`src/rtl/core/fcr_pkg.sv`:
```
// ----------------------------------------------------------------------------
// fcr_pkg
// types, constants and helpers for the framed command receiver
// ----------------------------------------------------------------------------
`default_nettype none

package fcr_pkg;

    localparam int FRAME_MAX_DEF = 10;

    localparam int IN_W    = 8;
    localparam int FIELD_W = 46;
    localparam int OUT_W   = 48;
    localparam int OUT_PAD_W = OUT_W - FIELD_W;

    localparam logic [7:0] OPEN_MARK  = 8'h24;
    localparam logic [7:0] CLOSE_MARK = 8'h23;
    localparam logic [7:0] NUL_CHAR   = 8'h00;

    // command table, byte i of a pattern sits at bits [8i+7:8i]
    localparam int NUM_CMD   = 6;
    localparam int CMD_SMON  = 0;
    localparam int CMD_SMOFF = 1;
    localparam int CMD_SIH   = 2;
    localparam int CMD_SIL   = 3;
    localparam int CMD_MD    = 4;
    localparam int CMD_TO    = 5;

    localparam logic [63:0] CMD_PAT [NUM_CMD] = '{
        64'h0000_004E_4F4D_5324,   // $SMON
        64'h0000_4646_4F4D_5324,   // $SMOFF
        64'h0000_0000_4849_5324,   // $SIH
        64'h0000_0000_4C49_5324,   // $SIL
        64'h0000_0000_0044_4D24,   // $MD
        64'h0000_0000_004F_5424    // $TO
    };
    localparam logic [2:0] CMD_LEN [NUM_CMD] = '{3'd5, 3'd6, 3'd4, 3'd4, 3'd3, 3'd3};
    // exact commands need the frame to end right after the pattern
    localparam logic CMD_EXACT [NUM_CMD] = '{1'b1, 1'b1, 1'b0, 1'b0, 1'b0, 1'b0};

    localparam logic [7:0] HIGH_RST = 8'hff;
    localparam logic [9:0] DIST_RST = 10'd400;

    typedef struct packed {
        logic start;    // frame opened, '$' stored at index 0
        logic store;    // byte stored inside a frame
        logic close;    // closing mark received
    } t_dec_ctl;

    typedef struct packed {
        logic       timeout_changed;
        logic       intensity_changed;
        logic [9:0] timeout_count;
        logic [9:0] max_distance;
        logic [6:0] intensity_low;
        logic [7:0] intensity_high;
        logic       security_on;
    } t_settings;

    function automatic logic pat_ok(input logic [7:0] b, input logic [2:0] pos,
                                    input logic [63:0] pat, input logic [2:0] plen);
        return (pos >= plen) || (b == pat[{pos, 3'b000} +: 8]);
    endfunction

endpackage

`default_nettype wire

```
`src/rtl/core/fcr_ram.sv`:
```
// ----------------------------------------------------------------------------
// fcr_ram
// generic single-clock ram, one write port, one registered read port
// ----------------------------------------------------------------------------
`default_nettype none

module fcr_ram #(
    parameter int WIDTH = 8,
    parameter int DEPTH = 12
) (
    input  wire logic                     i_clk,
    input  wire logic                     i_we,
    input  wire logic [$clog2(DEPTH)-1:0] i_waddr,
    input  wire logic [WIDTH-1:0]         i_wdata,
    input  wire logic                     i_re,
    input  wire logic [$clog2(DEPTH)-1:0] i_raddr,
    output logic      [WIDTH-1:0]         o_rdata
);

    logic [WIDTH-1:0] r_mem [DEPTH];
    logic [WIDTH-1:0] r_rdata;

    always_ff @(posedge i_clk) begin
        if (i_we) begin
            r_mem[i_waddr] <= i_wdata;
        end
        if (i_re) begin
            r_rdata <= r_mem[i_raddr];
        end
    end

    assign o_rdata = r_rdata;

endmodule

`default_nettype wire

```
`src/rtl/core/fcr_decode.sv`:
```
// ----------------------------------------------------------------------------
// fcr_decode
// command matcher and settings registers, fed with each stored byte
// ----------------------------------------------------------------------------
`default_nettype none

module fcr_decode #(
    parameter int FRAME_MAX = fcr_pkg::FRAME_MAX_DEF
) (
    input  wire logic                               i_clk,
    input  wire logic                               i_rst_n,
    input  wire fcr_pkg::t_dec_ctl                  i_ctl,
    input  wire logic [$clog2(FRAME_MAX+2)-1:0]     i_idx,
    input  wire logic [7:0]                         i_byte,
    output fcr_pkg::t_settings                      o_set
);

    import fcr_pkg::*;

    localparam int AW = $clog2(FRAME_MAX + 2);

    logic [NUM_CMD-1:0] r_ok, n_ok;
    logic [9:0]         r_acc4, n_acc4;
    logic               r_live4, n_live4;
    logic [9:0]         r_acc5, n_acc5;
    logic [6:0]         r_acc5s, n_acc5s;
    logic               r_live5, n_live5;
    t_settings          r_set, n_set;

    always_comb begin
        logic             lo;
        logic             digit;
        logic [3:0]       dval;
        logic [NUM_CMD-1:0] hit;

        n_ok    = r_ok;
        n_acc4  = r_acc4;
        n_live4 = r_live4;
        n_acc5  = r_acc5;
        n_acc5s = r_acc5s;
        n_live5 = r_live5;
        n_set   = r_set;

        lo    = (i_idx < AW'(8));
        digit = i_byte inside {[8'h30:8'h39]};
        dval  = i_byte[3:0];
        hit   = '0;

        if (i_ctl.start) begin
            n_ok    = '1;
            n_acc4  = '0;
            n_live4 = 1'b1;
            n_acc5  = '0;
            n_acc5s = '0;
            n_live5 = 1'b1;
        end else if (i_ctl.store) begin
            for (int c = 0; c < NUM_CMD; c++) begin
                if (lo && !pat_ok(i_byte, i_idx[2:0], CMD_PAT[c], CMD_LEN[c])) begin
                    n_ok[c] = 1'b0;
                end
            end
            // digits after the two-letter commands
            if (i_idx >= AW'(4) && i_idx <= AW'(6)) begin
                if (r_live4 && digit) begin
                    n_acc4 = 10'((r_acc4 << 3) + (r_acc4 << 1)) + 10'(dval);
                end else begin
                    n_live4 = 1'b0;
                end
            end
            // digits after the three-letter commands
            if (i_idx >= AW'(5) && i_idx <= AW'(7)) begin
                if (r_live5 && digit) begin
                    n_acc5 = 10'((r_acc5 << 3) + (r_acc5 << 1)) + 10'(dval);
                    if (i_idx <= AW'(6)) begin
                        n_acc5s = 7'((r_acc5s << 3) + (r_acc5s << 1)) + 7'(dval);
                    end
                end else begin
                    n_live5 = 1'b0;
                end
            end
        end else if (i_ctl.close) begin
            for (int c = 0; c < NUM_CMD; c++) begin
                if (CMD_EXACT[c]) begin
                    hit[c] = r_ok[c] && (i_idx == AW'(CMD_LEN[c]));
                end else begin
                    hit[c] = r_ok[c] && (i_idx >= AW'(CMD_LEN[c]));
                end
            end
            n_set.intensity_changed = 1'b0;
            n_set.timeout_changed   = 1'b0;
            if (hit[CMD_SMON]) begin
                n_set.security_on = 1'b1;
            end else if (hit[CMD_SMOFF]) begin
                n_set.security_on = 1'b0;
            end else if (hit[CMD_SIH]) begin
                n_set.intensity_high    = r_acc5[7:0];
                n_set.intensity_changed = 1'b1;
            end else if (hit[CMD_SIL]) begin
                n_set.intensity_low     = r_acc5s;
                n_set.intensity_changed = 1'b1;
            end else if (hit[CMD_MD]) begin
                n_set.max_distance = r_acc4;
            end else if (hit[CMD_TO]) begin
                n_set.timeout_count   = r_acc4;
                n_set.timeout_changed = 1'b1;
            end
        end
    end

    always_ff @(posedge i_clk) begin
        r_ok    <= n_ok;
        r_acc4  <= n_acc4;
        r_live4 <= n_live4;
        r_acc5  <= n_acc5;
        r_acc5s <= n_acc5s;
        r_live5 <= n_live5;
        if (!i_rst_n) begin
            r_set.security_on       <= 1'b0;
            r_set.intensity_high    <= HIGH_RST;
            r_set.intensity_low     <= '0;
            r_set.max_distance      <= DIST_RST;
            r_set.timeout_count     <= '0;
            r_set.intensity_changed <= 1'b0;
            r_set.timeout_changed   <= 1'b0;
        end else begin
            r_set <= n_set;
        end
    end

    assign o_set = r_set;

endmodule

`default_nettype wire

```
`src/rtl/core/framed_command_receiver_core.sv`:
```
// ----------------------------------------------------------------------------
// framed_command_receiver_core
// collects '$'...'#' frames into a small ram, echoes them and decodes commands
// ----------------------------------------------------------------------------
// Received bytes are taken one per cycle while the block collects a frame;
// each in-frame byte that fits is written into the frame ram in the cycle
// it is accepted. A closing '#' starts the echo: the stored frame and the
// '#' are read back through the ram's single registered read port, one
// item per cycle while the sink is ready, followed by a NUL item with tlast
// set. The run holds frame length + 2 items, at most FRAME_MAX + 2, and the
// first item passes the ram's read register and then the output register.
// No byte is accepted from the '#' until the NUL item has been taken; the
// settings carried by the items are those after the frame was decoded.
`default_nettype none

module framed_command_receiver_core #(
    parameter int FRAME_MAX = fcr_pkg::FRAME_MAX_DEF
) (
    input  wire logic                       i_clk,
    input  wire logic                       i_rst_n,
    input  wire logic                       s_axis_tvalid,
    output logic                            s_axis_tready,
    input  wire logic [fcr_pkg::IN_W-1:0]   s_axis_tdata,   // rx_byte [7:0]
    output logic                            m_axis_tvalid,
    input  wire logic                       m_axis_tready,
    // echo_char [7:0], security_on [8], intensity_high [16:9],
    // intensity_low [23:17], max_distance [33:24], timeout_count [43:34],
    // intensity_changed [44], timeout_changed [45], zero [47:46]
    output logic      [fcr_pkg::OUT_W-1:0]  m_axis_tdata,
    output logic                            m_axis_tlast    // last
);

    import fcr_pkg::*;

    localparam int DEPTH = FRAME_MAX + 2;
    localparam int AW    = $clog2(DEPTH);

    typedef enum logic {
        ST_RECV,
        ST_ECHO
    } t_state;

    t_state         r_state, n_state;
    logic           r_in_frame, n_in_frame;
    logic [AW-1:0]  r_len, n_len;
    logic [AW-1:0]  r_end, n_end;
    logic [AW-1:0]  r_k, n_k;
    logic           r_issued, n_issued;
    logic           r_pend, n_pend;
    logic           r_pend_nul, n_pend_nul;
    logic           r_ovalid, n_ovalid;
    logic [7:0]     r_ochar, n_ochar;
    logic           r_olast, n_olast;

    logic           in_acc;
    logic           adv;
    logic           ram_we;
    logic [AW-1:0]  ram_waddr;
    logic           ram_re;
    logic [AW-1:0]  ram_raddr;
    logic [7:0]     ram_rdata;
    t_dec_ctl       dec_ctl;
    t_settings      set;

    assign s_axis_tready = (r_state == ST_RECV);
    assign in_acc        = s_axis_tvalid && s_axis_tready;
    assign adv           = !r_ovalid || m_axis_tready;

    always_comb begin
        n_state    = r_state;
        n_in_frame = r_in_frame;
        n_len      = r_len;
        n_end      = r_end;
        n_k        = r_k;
        n_issued   = r_issued;
        n_pend     = r_pend;
        n_pend_nul = r_pend_nul;
        n_ovalid   = r_ovalid;
        n_ochar    = r_ochar;
        n_olast    = r_olast;
        ram_we     = 1'b0;
        ram_waddr  = r_len;
        ram_re     = 1'b0;
        ram_raddr  = r_k;
        dec_ctl    = '0;

        case (r_state)
            ST_RECV: begin
                if (in_acc) begin
                    if (!r_in_frame || s_axis_tdata != CLOSE_MARK) begin
                        if (r_in_frame && r_len >= AW'(FRAME_MAX)) begin
                            // overlong frame, the byte goes with it
                            n_in_frame = 1'b0;
                            n_len      = '0;
                        end else if (s_axis_tdata == OPEN_MARK) begin
                            ram_we        = 1'b1;
                            ram_waddr     = '0;
                            n_len         = AW'(1);
                            n_in_frame    = 1'b1;
                            dec_ctl.start = 1'b1;
                        end else if (r_in_frame) begin
                            ram_we        = 1'b1;
                            n_len         = r_len + AW'(1);
                            dec_ctl.store = 1'b1;
                        end
                    end else begin
                        ram_we        = 1'b1;
                        dec_ctl.close = 1'b1;
                        n_end         = r_len;
                        n_in_frame    = 1'b0;
                        n_len         = '0;
                        n_k           = '0;
                        n_issued      = 1'b0;
                        n_pend        = 1'b0;
                        n_pend_nul    = 1'b0;
                        n_ovalid      = 1'b0;
                        n_state       = ST_ECHO;
                    end
                end
            end
            ST_ECHO: begin
                if (adv) begin
                    n_ovalid = r_pend;
                    n_ochar  = r_pend_nul ? NUL_CHAR : ram_rdata;
                    n_olast  = r_pend_nul;
                    n_pend   = !r_issued;
                    if (!r_issued) begin
                        // stored bytes up to the '#', then the NUL
                        if (r_k == AW'(r_end + AW'(1))) begin
                            n_pend_nul = 1'b1;
                            n_issued   = 1'b1;
                        end else begin
                            ram_re     = 1'b1;
                            n_pend_nul = 1'b0;
                        end
                        n_k = r_k + AW'(1);
                    end
                end
                if (r_ovalid && m_axis_tready && r_olast) begin
                    n_state = ST_RECV;
                end
            end
            default: begin
                n_state = ST_RECV;
            end
        endcase
    end

    always_ff @(posedge i_clk) begin
        r_end      <= n_end;
        r_k        <= n_k;
        r_pend_nul <= n_pend_nul;
        r_ochar    <= n_ochar;
        r_olast    <= n_olast;
        if (!i_rst_n) begin
            r_state    <= ST_RECV;
            r_in_frame <= 1'b0;
            r_len      <= '0;
            r_issued   <= 1'b0;
            r_pend     <= 1'b0;
            r_ovalid   <= 1'b0;
        end else begin
            r_state    <= n_state;
            r_in_frame <= n_in_frame;
            r_len      <= n_len;
            r_issued   <= n_issued;
            r_pend     <= n_pend;
            r_ovalid   <= n_ovalid;
        end
    end

    fcr_ram #(
        .WIDTH (8),
        .DEPTH (DEPTH)
    ) u_store (
        .i_clk   (i_clk),
        .i_we    (ram_we),
        .i_waddr (ram_waddr),
        .i_wdata (s_axis_tdata),
        .i_re    (ram_re),
        .i_raddr (ram_raddr),
        .o_rdata (ram_rdata)
    );

    fcr_decode #(
        .FRAME_MAX (FRAME_MAX)
    ) u_decode (
        .i_clk   (i_clk),
        .i_rst_n (i_rst_n),
        .i_ctl   (dec_ctl),
        .i_idx   (r_len),
        .i_byte  (s_axis_tdata),
        .o_set   (set)
    );

    assign m_axis_tvalid = r_ovalid;
    assign m_axis_tlast  = r_olast;
    assign m_axis_tdata  = {
        {OUT_PAD_W{1'b0}},
        set.timeout_changed,
        set.intensity_changed,
        set.timeout_count,
        set.max_distance,
        set.intensity_low,
        set.intensity_high,
        set.security_on,
        r_ochar
    };

endmodule

`default_nettype wire

```
`config.mk`:
```
export PLATFORM = sky130hd
export DESIGN_NAME = framed_command_receiver_core
export DESIGN_NICKNAME = d
export VERILOG_FILES = /design/src/rtl/core/fcr_pkg.sv /design/src/rtl/core/fcr_ram.sv /design/src/rtl/core/fcr_decode.sv /design/src/rtl/core/framed_command_receiver_core.sv
export SDC_FILE = /design/constraint.sdc
export NUM_CORES = 1
export LEC_CHECK = 0
export BUFFER_PORTS_ARGS = -buffer_cell sky130_fd_sc_hd__buf_2
export CORE_ASPECT_RATIO = 1.5
export CORE_MARGIN = 5
export CORE_UTILIZATION = 50
export DETAILED_ROUTE_END_ITERATION = 8
export PLACE_DENSITY = 0.71
export SKIP_CTS_REPAIR_TIMING = 1
export SYNTH_ARGS = -nofsm -noshare
export SYNTH_HDL_FRONTEND = slang
export SYNTH_SLANG_ARGS = --single-unit
```
`constraint.sdc`:
```
create_clock -name i_clk -period 6.2 [get_ports i_clk]
set_input_delay 1.24 -clock i_clk [delete_from_list [all_inputs] [get_ports i_clk]]
set_output_delay 1.24 -clock i_clk [all_outputs]
set_load 0.005 [all_outputs]
```
Word level (Yosys, flattened, before mapping)
Memories as Yosys holds them, arrays and structs flattened. A register that Yosys moved wholly into a read port is not among the register bits.
Cells that the tools add are included.

word-level totals
  input bits = 12
  RAM bits = 96
  logic and storage cells = 235
  output and inout bits = 51
  memories kept = 1
  bits in registers = 98

memories
  name           words  width  rd ports  clocked after Yosys merged registers in  wr ports  line           source
  u_store.r_mem  12     8      1         1                                        1         fcr_ram.sv:20  logic [WIDTH-1:0] r_mem [DEPTH];

operators by class
  reductions and logical operators = 62
  shifts and indexed selects = 6
  bitwise logic cells = 11
  multiplexer cells = 87
  equal/unequal tests = 17
  $lt $le $gt $ge = 13
  $add $sub $neg = 9

operators with widths
  kind                                                                          count
  64-bit by 7-bit indexed part select with 8-bit output (first input constant)  6
  37-bit 2-to-1 mux                                                             2
  1-bit 2-to-1 mux                                                              55
  4-bit 2-to-1 mux                                                              13
  8-bit equality test                                                           6
  10-bit 2-to-1 mux                                                             3
  27-bit 2-to-1 mux                                                             1
  3-bit AND reduction                                                           9
  1-bit logical AND                                                             21
  20-bit 2-to-1 mux                                                             1
  2-bit AND reduction                                                           7
  4-bit by 1-bit adder with 4-bit output (second input constant)                3
  4-bit AND reduction                                                           3
  1-bit NOT                                                                     11
  10-bit adder                                                                  1
  10-bit by 4-bit adder with 10-bit output                                      1
  1-bit case mux with 2 select lines                                            5
  3-bit >= comparator (second input constant)                                   3
  1-bit zero test                                                               9
  9-bit AND reduction                                                           1
  8-bit by 4-bit adder with 8-bit output                                        1
  8-bit adder                                                                   1
  4-bit by 3-bit equality test with 1-bit output (second input constant)        2
  8-bit by 6-bit equality test with 1-bit output (second input constant)        1
  other kinds (26)                                                              39

Depth between registers and ports, before layout
Gate-level depths: netlist (run 1).

  word-level depth = 15
  depth in mapped cells = 9
  gate-level depth less buffers = 8

By module
From an unflattened synthesis (run 1), not the netlist that was laid out.

second synthesis, totals
  cells, all modules = 781
  area, all modules = 9640.5 um^2

by module, submodules not included
  module                        area each (um^2)  sequential area each (um^2)  cells each  instances
  fcr_decode                    4315.4            1421.4                       472         1
  fcr_ram                       3953.8            3123.0                       182         1
  framed_command_receiver_core  1371.3            720.7                        127         1

Worst setup path after synthesis (run 1)
No wires, ideal clock.

  path kind = input port to flip-flop
  start = in s_axis_tdata[6] in the netlist's numbering
  end = mem u_store.r_mem[1][0] (enable)
  arrival time = 3283 ps
  required time = 5805 ps
  setup time = 395 ps
  setup slack = 2522 ps
  stages = 6
  buffers on the path = 1
  cells stage by stage = buf_2 -> nor3b_4 -> a31oi_1 -> o22ai_1 -> o211ai_1 -> nor4_1

on the way
  longest elaborated chain between the ends = 8
  elaborated cells on any way between the ends = 15
  classes of those cells = eq/ne (2); mux (12); reduce/logical (1)

ends and longest elaborated chain
  item                                            line                                source
  from (decl)                                     framed_command_receiver_core.sv:23  input wire logic [fcr_pkg::IN_W-1:0] s_axis_tdata,
  8-bit by 6-bit equality test with 1-bit output  framed_command_receiver_core.sv:95  end else if (s_axis_tdata == OPEN_MARK) begin
  1-bit 2-to-1 mux                                framed_command_receiver_core.sv:95
  1-bit 2-to-1 mux                                framed_command_receiver_core.sv:91  if (r_in_frame && r_len >= AW'(FRAME_MAX)) begin
  1-bit 2-to-1 mux                                framed_command_receiver_core.sv:90  if (!r_in_frame || s_axis_tdata != CLOSE_MARK) begin
  1-bit 2-to-1 mux                                framed_command_receiver_core.sv:89  if (in_acc) begin
  1-bit 2-to-1 mux                                framed_command_receiver_core.sv:87  case (r_state)
  1-bit 2-to-1 mux                                fcr_ram.sv:24                       if (i_we) begin
  1-bit 2-to-1 mux (implied by the code)          fcr_ram.sv:25                       r_mem[i_waddr] <= i_wdata;
  to (decl)                                       fcr_ram.sv:20

Parallel ways exist; a longest one is shown, timed or not.

Worst setup path in the final report (run 1)
  start = in s_axis_tdata[2] in the netlist's numbering
  end = mem u_store.r_mem[0][0] (enable)

Same word-level chain as after synthesis.

==> impl_metrics.toml, run 1 <==
[worst_setup_path]
reg2regPathDepth = 8
rr_endpoint = "u_store.r_mem[0][0]"
worst-path-buf-inv = 1
crit_chain = "buf_2 > nor3b_1 > a31oi_1 > o22ai_1 > o211ai_1 > a21oi_1"
reg2reg_setup_slack_ps = 2680
reg2reg_from = "r_len[0]"
max_stage_delay_ps = 840
worstPathArrival_ps = 4000
critPathMaxFanout = 26
critPathSlowestCell = "a21oi_1"
crit_path_end_kind = "flop"
cp_data_required_time_ps = 6310
crit_family = "compound AO/OA/AOI/OAI gates"
critPathLaunchType = "input pin"
crit_type = "in -> reg"

[drt]
highest_layer = "met4"
post-route-drc-count = 0
wl_met1_um = 7840
wl_per_cell_um = 18.3
drtIter0Drc = 417
first_pass_iters = 5
viasPerCell = 5.72
wl_met3_um = 986
wirelength_um = 20400
wl_met2_um = 11000
vias = 6380
ant_nets = 0

[floorplanning]
core_area_sq_um = 19000
num_rows = 62
die_w_um = 123
io_pins = 63
dieHeight_um = 179
start_util_pct = 50.3
design.die.area_sq_um = 22000

[synthesis]
synth_top_area_cell = "edfxtp_1"
synthesis.area_sq_um = 9560
ys_seq_elements = 202
syn_avg_cell_area_sq_um = 12.0
seq_area_frac_synth_pct = 55.1
synth_top_area_share_pct = 38.3
synth_cell_types = 72
synth-edff-count = 122
synth_top_flop_cell = "edfxtp_1"
netlist_instances = 797
yosys-top-cells-count = "122 x edfxtp_1, 80 x dfxtp_1, 70 x nand2_1, 53 x o21ai_0, 48 x nor2_1"
synthArstFlopShare_pct = 0
yosysMostFrequentCell = "edfxtp_1"
synth_area_leaders = "edfxtp_1 38%, dfxtp_1 17%, mux4_2 5.7%"
synth_warnings = 0

[grt]
antenna_found_initial = 0
grt_pass1_wl_um = 33200
grtUsageTotal_pct = 19.2
grt_pass1_vias = 6325
grt_max_degree = 63
grt_remaining_overflow = 0

[cells_and_area]
diodes = 0
final_core_util_pct = 56.2
syn2layout_area_growth_pct = 11.8
drive_above_1_share_pct = 16.6
nets = 905
fillCellCount = 1574

[power_and_ir_drop]
ir_worst_vdd_mv = 0.191
power_per_cell_area_nw_per_um2 = 245
p_leak_uw = 0.00403

[min_path]
min_from = "u_decode.o_set[13]"
holdCritPathClass = "reg -> reg"
holdPathEnd = "u_decode.o_set[13]"
min_path_cells = 2

[timing]
fmaxAchievable_mhz = 256
final.setup.tns_ps = 0
min_period_ps = 3900
rsz0062_at_grt = "no"
post-route-period-util_pct = 62.9
hold_viol = 0
worst_pin_slew_ps = 1140
maxSlewViolCount = 0
clock_skew_ps = 8.46
setup_violations = 0
timing.slew.headroom_pct = 23.4

[job]
cap_viol_max_count = 0

[cts]
cts_tree = "built"
clockBufferDepth = 3
htreeDepth = 1
numCtsBuffers = 20
clockRootBuffer = "clkbuf_16"
insertion_delay_ps = 490
cts.reportedPaths.clkPinSlew_ps = 60
clock-sinks = 202

[status]
status = "finished clean"

[placement]
globalplace.congestion = 0.932
portBuffers = 60
dp_hpwl_um = 14100
stage by stage:
stage / instances / setup slack [ps] / hold slack [ps] / total power (uW) / area, sq um
2_1_floorplan: 798 / 2520 / 403 / 1490 / 9560
3_3_place_gp: 1079 / 1910 / 438 / 1520 / 10100
3_5_place_dp: 1079 / 1870 / 439 / 1520 / 10100
4_1_cts: 1115 / 2340 / 453 / 2650 / 10700
5_1_grt: 1115 / 1940 / 473 / 2710 / 10700
6_report: 1115 / 2300 / 456 / 2620 / 10700
placed cells by master, fill, tap and decap left out, types with 11 or more instances in the layout:
master     count
nor4_1        11
nor2_1        48
a21oi_1       28
mux2i_1       34
xnor2_1       28
nand3_1       46
buf_2         60
ha_1          42
o21ai_0       53
nor2b_1       17
mux4_2        24
dfxtp_1       80
edfxtp_1     122
nand2_1       70
clkbuf_16     21
inv_1         13
buf_4         15
flip-flops by register name, indices dropped and copies added (netlist names):
register,flops
r_issued,1
r_state,1
r_pend_nul,1
u_decode.r_acc4,10
r_len,4
u_decode.r_live4,1
u_decode.r_acc5,8
m_axis_tlast,1
r_in_frame,1
r_k,4
u_store.r_mem,96
u_decode.r_live5,1
r_pend,1
r_ochar,8
u_decode.r_acc5s,7
m_axis_tvalid,1
u_decode.o_set,38
r_end,4
u_decode.r_ok,6
u_store.o_rdata,8
per-layer routing:
layer,global-route usage [%],up-vias
li1,-,3041
met1,22.9,3091
met5,0,-
met2,35.4,197
met3,2.46,51
met4,6.49,0
kinds of logic after synthesis:
logic type                 Yosys count  share of synthesized area, %
AOI/OAI and AO/OA                  136                          8.89
xor gates and xnor gates            38                          3.48
adders and majority gates           48                          6.76
buffers and inverters               63                          2.88
DFF                                202                          55.1
muxes                               59                          9.34
other                                1                        0.0392
and+or+nand+nor                    250                          13.5
tightest hold or removal path, stage by stage, from the launching register on:
cell and delay [ps]:
dfxtp_1 300, nand2_1 50, o21ai_0 60
worst max-delay path by stage:
stage	slack [ps]	to	depth (start not counted)	from
floorplan	2520	u_store.r_mem[1][0]	6	s_axis_tdata[6]
global route	1940	u_store.r_mem[0][0]	6	s_axis_tdata[2]
global placement	1910	u_store.r_mem[0][4]	6	s_axis_tdata[2]
finish	2300	u_store.r_mem[0][0]	6	s_axis_tdata[2]
detailed placement	1870	u_store.r_mem[0][1]	6	s_axis_tdata[2]
CTS	2340	u_store.r_mem[0][0]	6	s_axis_tdata[2]
final cells by class:
class                      count  area [sq um]  area share [%]
multi-input combinational    533          4030            37.7
tap                          256           320            3.00
clock inverter                 6          33.8           0.316
sequential                   202          5270            49.3
clock buffer                  30           581            5.43
timing repair buffer          75           413            3.86
inverter                      13          48.8           0.457
power breakdown:
group          switching (uW)  internal (uW)  leakage, uW
Combinational            43.3           18.3      0.00197
Clock                     479            651     0.000310
Sequential               4.03           1420      0.00175
Total                     527           2090      0.00403
No activity file was read; power rests on OpenSTA's default activity.
==> inputs of run 2 (changes only) <==
- ABC_AREA: not set -> 1
- PLACE_DENSITY: 0.71 -> 0.73
- clock period: 6.2 -> 3.3 ns (I/O delays scaled with it)
==> run 2 against run 1 <==
Effect of this change:
- highest routed layer unchanged
- clock-buffer cell count decreased by 6
- area after synthesis increased by 4.0%
- flip-flop and latch count did not move
- first-iteration DRC count grew 7.2%
- sequential share of layout area down 2.5 points
- total power increased by 100%
- clock skew rose by 11 ps
- via count is 16% higher
- clock power is 120% higher
- combinational power increased by 140%
==> impl_metrics.toml, run 2 <==
[cts]
numCtsBuffers = 20
clockRootBuffer = "clkbuf_16"
insertion_delay_ps = 500
htreeDepth = 1
clock-sinks = 202
cts_tree = "built"
clockBufferDepth = 3
cts.reportedPaths.clkPinSlew_ps = 60

[status]
status = "finished clean"

[grt]
met1_usage_pct = 20.3
grt_remaining_overflow = 0
grt_pass1_wl_um = 36900
antenna_found_initial = 0
grt_pass1_vias = 7534
grt.busiest_layer = "met2"
grtUsageTotal_pct = 19.9
use_met3_pct = 2.46
grt_use_met2_pct = 38.2
grt_max_degree = 49

[synthesis]
synth_top_flop_cell = "edfxtp_1"
seq_area_frac_synth_pct = 53.0
yosysMostFrequentCell = "nand2_1"
synthesis.area_sq_um = 9930
synth_top_area_share_pct = 36.9
synth-edff-count = 122
ys_seq_elements = 202
synthArstFlopShare_pct = 0
netlist_instances = 1047
yosys-top-cells-count = "180 x nand2_1, 170 x nor2_1, 122 x edfxtp_1, 80 x dfxtp_1"
synth_area_leaders = "edfxtp_1 37%, dfxtp_1 16%, nand2_1 6.8%"
synth_warnings = 0
syn_avg_cell_area_sq_um = 9.49
synth_cell_types = 51
synth_top_area_cell = "edfxtp_1"

[cells_and_area]
diodes = 0
mostFrequentLayoutCell = "nand2_1"
largest_register_ffs = 96
final_cell_mix = "180 x nand2_1, 170 x nor2_1, 122 x edfxtp_1"
drive_above_1_share_pct = 16.8
syn2layout_area_growth_pct = 13.4
nets = 1179
largest-register = "u_store.r_mem"

[timing]
post-route-period-util_pct = 76.0
fmaxAchievable_mhz = 399
hold_viol = 0
setup_violations = 0
worst_pin_slew_ps = 719
maxSlewViolCount = 0
rsz0062_at_grt = "no"
min_period_ps = 2510
clock_skew_ps = 19.7
final.setup.tns_ps = 0
timing.slew.headroom_pct = 51.9

[floorplanning]
dieHeight_um = 183
design.die.area_sq_um = 22800
num_rows = 63
die_w_um = 125
core_area_sq_um = 19700
start_util_pct = 50.4
io_pins = 63

[placement]
dp_hpwl_um = 16200
globalplace.congestion = 0.925
portBuffers = 60

[worst_setup_path]
worstPathArrival_ps = 2660
critPathMaxFanout = 10
crit_chain = "inv_1 > ha_1 > inv_1 > nand2_1 > nand3_2 > nand3_2 > o21ai_0 > nand3_1 > inv_1"
critPathLaunchType = "flop"
cp_data_required_time_ps = 3450
critPathSlowestCell = "dfxtp_1"
crit_type = "reg -> reg"
crit_path_end_kind = "flop"
cpMostUsedCell = "inv_1"
max_stage_delay_ps = 570

[power_and_ir_drop]
ir_worst_vdd_mv = 0.386
p_leak_uw = 0.00485
fin_total_pwr_uw = 5270
power_per_cell_area_nw_per_um2 = 468

[drt]
wirelength_um = 22800
viasPerCell = 5.34
first_pass_iters = 6
ant_nets = 0
drtIter0Drc = 447
wl_per_cell_um = 16.3
post-route-drc-count = 0
vias = 7428

[job]
cap_viol_max_count = 0

[min_path]
holdCritPathClass = "reg -> reg"
run 2: kinds of logic after synthesis:
| group | synth area share (%) |
|---|---|
| mux | 0.202 |
| flops | 53.0 |
| fa+ha+maj | 6.50 |
| xor+xnor | 3.09 |
| compound gates | 8.88 |
| other cells | 0.0378 |
| buf+inv | 5.73 |
| simple gates | 22.6 |
run 2: final cells by class:
cell class                      instances  area, sq um
Sequential cell                       202         5270
Clock inverter                         11          169
Fill cell                            1699         8440
Timing Repair Buffer                   87          515
Inverter                               91          349
Clock buffer                           24          537
Tap cell                              260          325
Multi-Input combinational cell        717         4100
run 2: final timing paths:
path                              end        startpoint  slack, ps  depth (start not counted)
hold reg to reg      u_decode.r_ok[5]  u_decode.r_ok[5]        450                          2
setup / recovery  u_store.r_mem[0][5]          r_len[0]        790                          9
hold / removal       u_decode.r_ok[5]  u_decode.r_ok[5]        450                          2
setup reg to reg  u_store.r_mem[0][5]          r_len[0]        790                          9
run 2: power breakdown:
part / internal (uW) / switching (uW) / total (uW)
Clock: 1480 / 945 / 2430
Combinational: 44.7 / 101 / 145
Sequential: 2680 / 15.3 / 2700
run 2: worst max-delay path, delay by kind of cell (launching register included):
kind                       cells  cell delay [ps]
AOI/OAI and AO/OA              1              150
adders and majority gates      1              260
buffers and inverters          3              640
DFF                            1              570
and+or+nand+nor                4              510
run 2: per-layer routing:
layer / routed length [um] / up-vias
met5: 0 / -
met4: 1360 / 0
met3: 855 / 69
met2: 12300 / 194
met1: 8290 / 3495
li1: - / 3670
run 2: metrics by stage:
step | util, % | cells | setup slack, ps | hold WS (ps) | area [sq um]
floorplan | - | 1048 | 945 | 418 | 9940
global placement | 53.6 | 1357 | 550 | 432 | 10600
detailed placement | 53.6 | 1357 | 518 | 438 | 10600
CTS | 57.2 | 1392 | 773 | 450 | 11300
global route | 57.2 | 1392 | 606 | 472 | 11300
finish | 57.2 | 1392 | 793 | 448 | 11300
